`src/hw/rtl/bpe_pkg.sv`:
```
// ----------------------------------------------------------------------------
// bpe_pkg
// Shared types and constants of the bicubic patch evaluator.
// ----------------------------------------------------------------------------
package bpe_pkg;

   localparam int FRAC_BITS  = 16;
   localparam int GEO_W      = 32;
   localparam int GEO_DEPTH  = 48;
   localparam int GEO_AW     = 6;
   localparam int PAR_W      = 20;
   localparam int OUT_W      = 40;
   localparam int NUM_AXES   = 3;
   localparam int TOL_W      = 16;
   localparam int CSR_IDX_W  = 2;
   localparam int CSR_DATA_W = 16;

   localparam logic [TOL_W-1:0] SNAP_TOL_RST = 16'd16;

   localparam logic CMD_LOAD = 1'b0;
   localparam logic CMD_EVAL = 1'b1;

   localparam logic [CSR_IDX_W-1:0] REG_BLEND_MODE = 2'd0;
   localparam logic [CSR_IDX_W-1:0] REG_SNAP_TOL   = 2'd1;

   localparam logic MODE_HERMITE = 1'b0;
   localparam logic MODE_BEZIER  = 1'b1;

   localparam logic STAT_OK    = 1'b0;
   localparam logic STAT_RANGE = 1'b1;

   typedef enum logic [2:0] {
      ST_IDLE,
      ST_POW,
      ST_WGT,
      ST_PAIR,
      ST_MAC,
      ST_OUT
   } bpe_state_type;

   typedef enum logic [1:0] {
      DST_POW,
      DST_PAIR,
      DST_MAC
   } bpe_dst_type;

   typedef struct packed {
      logic              en;
      logic [GEO_AW-1:0] addr;
      logic [GEO_W-1:0]  data;
   } bpe_wr_type;

endpackage

```
`src/hw/rtl/bpe_geom_store.sv`:
```
// ----------------------------------------------------------------------------
// bpe_geom_store
// Geometry store: 48 x 32 synchronous memory, one write and one read port,
// registered read. Per-entry valid bits make unwritten entries read as zero.
// ----------------------------------------------------------------------------
module bpe_geom_store (
   input  logic                          clock,
   input  logic                          reset,
   input  bpe_pkg::bpe_wr_type           wr,
   input  logic                          rd_en,
   input  logic [bpe_pkg::GEO_AW-1:0]    rd_addr,
   output logic [bpe_pkg::GEO_W-1:0]     rd_data
);

   logic [bpe_pkg::GEO_W-1:0] mem_ff [bpe_pkg::GEO_DEPTH];
   logic [bpe_pkg::GEO_W-1:0] rd_mem_ff;
   logic                      rd_vld_ff;
   logic [bpe_pkg::GEO_DEPTH-1:0] vld_ff;

   always_ff @(posedge clock) begin
      if (wr.en) begin
         mem_ff[wr.addr] <= wr.data;
      end
      if (rd_en) begin
         rd_mem_ff <= mem_ff[rd_addr];
      end
   end

   always_ff @(posedge clock) begin
      if (reset) begin
         vld_ff    <= '0;
         rd_vld_ff <= 1'b0;
      end else begin
         if (wr.en) begin
            vld_ff[wr.addr] <= 1'b1;
         end
         if (rd_en) begin
            rd_vld_ff <= vld_ff[rd_addr];
         end
      end
   end

   assign rd_data = rd_vld_ff ? rd_mem_ff : '0;

endmodule

```
`config.mk`:
```
export PLATFORM = sky130hd
export DESIGN_NAME = bpe_geom_store
export DESIGN_NICKNAME = d
export VERILOG_FILES = /design/src/hw/rtl/bpe_pkg.sv /design/src/hw/rtl/bpe_geom_store.sv
export SDC_FILE = /design/constraint.sdc
export NUM_CORES = 1
export LEC_CHECK = 0
export ABC_AREA = 0
export BUFFER_PORTS_ARGS = -buffer_cell sky130_fd_sc_hd__buf_2
export CAP_MARGIN = 10
export CORE_MARGIN = 2
export CORE_UTILIZATION = 60
export DETAILED_ROUTE_END_ITERATION = 16
export PLACE_DENSITY_LB_ADDON = 0.3
export SLEW_MARGIN = 20
export SYNTH_ARGS = -nofsm -noshare
export SYNTH_HDL_FRONTEND = slang
export SYNTH_SLANG_ARGS = --single-unit
```
`constraint.sdc`:
```
create_clock -name clock -period 3.7 [get_ports clock]
set_input_delay 0.37 -clock clock [delete_from_list [all_inputs] [get_ports clock]]
set_output_delay 0.37 -clock clock [all_outputs]
set_load 0.05 [all_outputs]
```
[Word-level counts from Yosys, hierarchy flattened]
Memories as Yosys holds them, arrays and structs flattened. A register that Yosys moved wholly into a read port is not among the register bits.
Cells that the tools add are included.
Storage, ports and cells
  register bits: 49
  RAM bits: 1536
  input port bits: 48
  output and inout port bits: 32
  logic and storage cells: 15
  memories: 1
Memories
  mem_ff: depth 48, bits a word 32, read ports 1, clocked after memory_dff 1, write ports 1, line bpe_geom_store.sv:15  | logic [bpe_pkg::GEO_W-1:0] mem_ff [bpe_pkg::GEO_DEPTH];
Cells by class
  order comparisons: 3
  multiplexer cells: 7
  bitwise operators: 1
  reductions and logical operators: 1
Operators with widths (number)
  $or 48x48->48: 1
  $mux 32: 1
  $lt 6x7->1 const B: 2
  $bmux 1 s6: 1
  $demux 1 s6: 1
  $ge 6x1->1 const B: 1
  $mux 1: 4
  $logic_and 1x1->1: 1

[Logic depth before layout (Yosys ltp)]
Gate-level depths: netlist of run 1.
  word-level depth: 5
  depth in mapped cells: 9

[Worst setup path after synthesis of run 1]
OpenSTA, ideal clock, no wires.
  kind: in2reg
  start point: input port wr[38] (netlist bit)
  end point: memory mem_ff[40][0] (netlist bit), enable pin
  library setup time: 0.423 ns
  arrival: 2.680 ns
  required time: 3.277 ns
  path slack: 0.598 ns
  stages on the path: 3
  path buffers: 1
  path through: clkbuf_1 -> or4b_2 -> nor2_1
Between the ends
  word-level cells in the longest chain between the ends: 2
RTL lines
  start: declaration: line bpe_geom_store.sv:9  | input bpe_pkg::bpe_wr_type wr,
  $mux 1: line bpe_geom_store.sv:21  | if (wr.en) begin
  $mux 1 (not written as such): line bpe_geom_store.sv:22  | mem_ff[wr.addr] <= wr.data;
  end: declaration: line bpe_geom_store.sv:15
Every way passes these cells.

[Worst setup path after layout of run 1]
  start point: register rd_vld_ff
  end point: output port rd_data[18] (netlist bit)
Between the ends
  word-level cells in the longest chain between the ends: 1
RTL lines
  start: declaration: line bpe_geom_store.sv:17  | logic rd_vld_ff;
  start signal: assignment: line bpe_geom_store.sv:38  | rd_vld_ff <= vld_ff[rd_addr];
  $mux 32: line bpe_geom_store.sv:43  | assign rd_data = rd_vld_ff ? rd_mem_ff : '0;
  end: declaration: line bpe_geom_store.sv:12  | output logic [bpe_pkg::GEO_W-1:0] rd_data
Every way passes these cells.

==> flow_summary.toml, run 1 <==
[critical_path]
r2r-start = "mem_ff[11][29]"
crit_fanout = 17
end_kind = "output pin"
path_class = "flop to output pin"
crit_arrival_ps = 2390
slowest_stage = "dfxtp_1"
r2r_cells = 4
reg2reg_setup_slack_ps = 1420
required_ps = 3330
crit_family = "flip-flops"
r2r-end = "rd_mem_ff[29]"
cp_slowest_stage_delay_ps = 800
path_cells = "and2_1 -> buf_2"
cp-start-kind = "flop"
path_buf_inv = 1

[route]
routedWlPerCell_um = 36.1
dr.pass1.iters = 7
vias_per_cell = 7.01
drt_wl_total_mm = 157
vias = 30500
drt_iter0_drc = 4500
drtAntennaViolNets = 0
drc = 0

[power_and_ir_drop]
swShare = 0.209
switching_power_mw = 7.89
p_leak_nw = 21.9
ir_drop_v = 0.000459
pwr-share-seq = 0.540
clockPowerShare = 0.411
powerDensity_nw_per_um2 = 539
p_total_mw = 37.7
intPower_mw = 29.8
p_comb_frac = 0.049

[synthesis]
netlist_instances = 2656
async_flop_share = 0
synth_ff_type = "edfxtp_1"
syn_area_sq_um = 61800
syn_nets = 2704
ys_ff_latch = 1617
synth_cell_type_count = 43
yosysSeqAreaShare = 0.778
yosysWarnings = 0
synth_area_per_cell_sq_um = 23.3
synth-edff-count = 1568

[floorplanning]
rows = 117
start_util = 0.606
die-width_um = 325
fp.coreArea_sq_um = 102000
die_h_um = 325
ios = 80
dieArea_sq_um = 106000

[timing]
hold_violations = 0
finalMaxSlewViolations = 0
min_period_ps = 2760
fin_skew_ps = 25.9
fin_crit_sh = 0.747
setup_ws_ps = 937
worst_pin_slew_ps = 1020
finalSetupViolCount = 0
fmax_mhz = 362
setup_tns_ps = 0
rsz0062_at_grt = "no"
whs_ps = 114
maxSlewHeadroom = 0.319

[outcome]
status = "finished clean"

[clock_network]
clk_pin_slew_ps = 60
hold_buffers = 0
cts-root-buf = "clkbuf_16"
cts_tree = "built"
clk_latency_ps = 770
cts_max_level = 4
cts_resized = 0
clk_path_buf_depth = 3
cts_sinks = 1617
cts_buffers = 155
post_cts_buffers = 0

[cells_and_area]
layout_common_cells = "edfxtp_1, mux4_2, clkbuf_16, buf_4, nor2_1"
regArea_sq_um = 48100
drive_gt1_frac = 0.325
design_area_sq_um = 69900
area_growth_pct = 13.2
fillers = 5988
nets = 2914
final_common_cell = "edfxtp_1"
final_util = 0.686
fin_cells = 4357
multiInputGateArea_sq_um = 13200

[placement]
port_buffers = 79
hpwl_mm = 86.4
place_inst = 4077
post_dp_cell_area_sq_um = 65000
gp_congestion = 0.837
post-place-ws_ps = 762

[min_path]
hold_depth = 3
hold_end = "vld_ff[2]"
min_path_type = "input port to flop"
hold_start = "wr[38]"

[run]
drv_cap = 0

[grt]
grtUsageTotal = 0.303
grt-ovfl-total = 0
grt_max_degree = 76
grt_pass1_vias = 31000
antenna_found_initial = 5
grt_pass1_wl_mm = 225
-- power by group through the flow --
| stage | Clock, mW | Sequential [mW] | Combinational [mW] |
|---|---|---|---|
| after floorplan | 0 | 20.7 | 1.11 |
| after global placement | 0 | 20.7 | 1.77 |
| after detailed placement | 0 | 20.7 | 1.83 |
| after CTS | 15.6 | 20.3 | 1.85 |
| after global routing | 16.3 | 20.3 | 1.95 |
| final | 15.5 | 20.3 | 1.86 |
-- worst register-to-register path: cells and delay by family, from the launching register on --
family / cells / cell delay, ps
flip-flops: 1 / 370
multiplexers: 1 / 480
AO/OA/AOI/OAI: 3 / 1150
-- flip-flops by register name, indices dropped and copies added (netlist names) --
signal / cells
rd_mem_ff: 32
vld_ff: 48
rd_vld_ff: 1
mem_ff: 1536
-- area by class of cell --
| cell class | instances | share of cell area |
|---|---|---|
| diodes | 2 | 0.0000716 |
| flip-flops and latches | 1617 | 0.688 |
| repair buffers | 210 | 0.0283 |
| multi-input cells | 882 | 0.189 |
| clock buffers | 194 | 0.0596 |
| well taps | 1368 | 0.0245 |
| clock inverters | 84 | 0.0106 |
-- kinds of logic after synthesis --
logic type / share of synthesized area
DFF: 0.778
muxes: 0.162
and+or+nand+nor: 0.0194
AOI/OAI and AO/OA: 0.0261
buffers and inverters: 0.0140
-- cells in the mapped netlist, types with 2 or more instances --
master     number  area (sq um)
edfxtp_1     1568         47100
mux4_2        427          9620
nor2_1        132           495
clkbuf_1       70           263
buf_2          49           245
dfxtp_1        49           981
nor2b_1        36           225
and2_1         34           213
a21oi_1        33           165
a22o_1         33           289
mux2_2         33           372
a211oi_1       32           240
a221o_1        32           320
a221oi_2       28           420
buf_4          16           120
a31oi_1        10          62.6
buf_6          10           113
buf_1           6          22.5
nor3b_1         6          45.0
nand2_1         5          18.8
nand3b_1        5          37.5
a221oi_1        4          35.0
buf_8           4          60.1
nand4b_1        4          35.0
o21ba_2         4          40.0
or3b_2          4          35.0
a22oi_1         2          15.0
buf_12          2          40.0
mux2_1          2          22.5
nand4bb_1       2          22.5
or3_1           2          12.5
-- worst max path at each step --
stage                    start             to  slack [ps]  cells past startpoint
floorplan               wr[38]  mem_ff[40][0]         600                      3
global placement    rd_addr[1]   rd_mem_ff[5]         820                      7
detailed placement  rd_addr[1]  rd_mem_ff[16]         760                      6
CTS                  rd_vld_ff     rd_data[2]         930                      3
global route         rd_vld_ff    rd_data[18]         880                      2
finish               rd_vld_ff    rd_data[18]         940                      2
-- per-layer routing --
layer  global-route usage  share of wire
met5                    0        0.00025
met4                0.119          0.040
met3               0.0701           0.12
met2                0.483           0.49
met1                0.415           0.36
Note: power is estimated with default switching activity, not from simulation.
==> inputs of run 2 (changes only) <==
clock period = 2.6 ns   (was 3.7 ns; I/O delays follow)
==> run 2 against run 1 <==
Effect of this change: global-route usage is 0.59 points higher; first-iteration DRC count is 5.3% higher; sequential share of layout area is 1.4 points lower; critical path type unchanged; highest routed layer unchanged.
==> flow_summary.toml, run 2 (synthesis results as in run 1) <==
[outcome]
status = "finished clean"

[placement]
place_inst = 4166
gp_congestion = 0.843
port_buffers = 79
hpwl_mm = 88.2

[clock_network]
cts_tree = "built"
clk_path_buf_depth = 3
cts_buffers = 156
cts_max_level = 4
cts_sinks = 1617
cts_resized = 0
cts-root-buf = "clkbuf_16"
post_cts_buffers = 0
clk_latency_ps = 780
clk_pin_slew_ps = 60

[route]
routedWlPerCell_um = 36.1
drc = 0
drtAntennaViolNets = 0
dr.pass1.iters = 6
vias = 31200
drt_wl_total_mm = 161
vias_per_cell = 7.00
drt_iter0_drc = 4737

[critical_path]
path_class = "flop to output pin"
required_ps = 2340
crit_fanout = 22
reg2reg_setup_slack_ps = 510
end_kind = "output pin"
cp-start-kind = "flop"
crit_arrival_ps = 2190

[timing]
min_period_ps = 2450
whs_ps = 84.7
maxSlewHeadroom = 0.388
rsz0062_at_grt = "no"
worst_pin_slew_ps = 918
setup_tns_ps = 0
fin_crit_sh = 0.943
fmax_mhz = 408
finalMaxSlewViolations = 0
finalSetupViolCount = 0
hold_violations = 0
fin_skew_ps = 25.6

[power_and_ir_drop]
pwr-share-seq = 0.529
p_leak_nw = 22.6
clockPowerShare = 0.420
p_comb_frac = 0.051
powerDensity_nw_per_um2 = 767
swShare = 0.210
switching_power_mw = 11.5
ir_drop_v = 0.000717
intPower_mw = 43.2

[cells_and_area]
final_common_cell = "edfxtp_1"
final_util = 0.700
layout_common_cells = "edfxtp_1, mux4_2, clkbuf_16, buf_4, nor2_1"
top_regs = "mem_ff: 1536 flops, vld_ff: 48 flops, rd_mem_ff: 32 flops"
nets = 3006
fin_cells = 4460
regMostFlops = "mem_ff"
area_growth_pct = 15.5
largest_reg_flops = 1536
drive_gt1_frac = 0.351

[floorplanning]
die_h_um = 325
rows = 117
die-width_um = 325
start_util = 0.606
fp.coreArea_sq_um = 102000
dieArea_sq_um = 106000
ios = 80

[grt]
grtUsageTotal = 0.309
grt-ovfl-total = 0
grt_pass1_vias = 31700
antenna_found_initial = 15
grt_max_degree = 49
grt_pass1_wl_mm = 229

[min_path]
min_path_type = "input port to flop"

[run]
drv_cap = 0
==> run 2: cell count changes in the layout (fill, tap and decap cells not counted), sizes merged <==
cell / change
buf: +89
clkinv: +12
bufinv: +7
clkbuf: -4
clkinvlp: -3
diode: +2
dlygate4sd3: +2
inv: -2
==> run 2: metal layers <==
| layer | vias to the layer above | share of wire | global-route usage |
|---|---|---|---|
| met2 | 2431 | 0.48 | 0.489 |
| met5 | - | 0.00029 | 0 |
| li1 | 12000 | - | - |
| met4 | 8 | 0.043 | 0.127 |
| met3 | 451 | 0.13 | 0.0638 |
| met1 | 16400 | 0.35 | 0.430 |
==> run 2: worst paths after layout <==
check / startpoint / endpoint / depth (start not counted)
setup / recovery: rd_vld_ff / rd_data[16] / 3
hold reg to reg: vld_ff[22] / vld_ff[22] / 2
setup reg to reg: mem_ff[10][27] / rd_mem_ff[27] / 5
hold / removal: wr[20] / mem_ff[29][20] / 1
==> run 2: critical path, cell delays in order (launching register included) <==
cell	delay, ps
dfxtp_1	570
buf_12	230
and2_1	290
buf_2	320
==> run 2: area by class of cell <==
cell class / count / area [sq um]
Sequential cell: 1617 / 48100
Fill cell: 5829 / 30600
Multi-Input combinational cell: 882 / 13200
Clock buffer: 190 / 4110
Timing Repair Buffer: 301 / 3090
Tap cell: 1368 / 1710
Clock inverter: 98 / 1090
Antenna cell: 4 / 10.0
==> run 2: power groups by stage <==
stage               Sequential, mW  Combinational, mW  Clock, mW
floorplan                     29.4               1.58          0
global placement              29.5               2.66          0
detailed placement            29.5               2.74          0
CTS                           28.9               2.78       23.2
global route                  28.9               2.92       24.1
finish                        28.9               2.79       23.0
==> run 2: what timing repair did <==
item | CTS | global route
hold buffers | 2 | 0
hold endpoints to repair | 22 | 0
endpoints found under the setup margin | 0 | 0
==> run 2: metrics by stage <==
| stage | setup WS, ps | total power [mW] | area, sq um |
|---|---|---|---|
| 6_report | 149 | 54.7 | 71300 |
| 5_1_grt | 21.3 | 55.9 | 71300 |
| 4_1_cts | 127 | 54.9 | 71300 |
| 3_5_place_dp | -10.5 | 32.2 | 66100 |
| 3_3_place_gp | 16.5 | 32.1 | 66100 |
| 2_1_floorplan | -392 | 31.0 | 61900 |
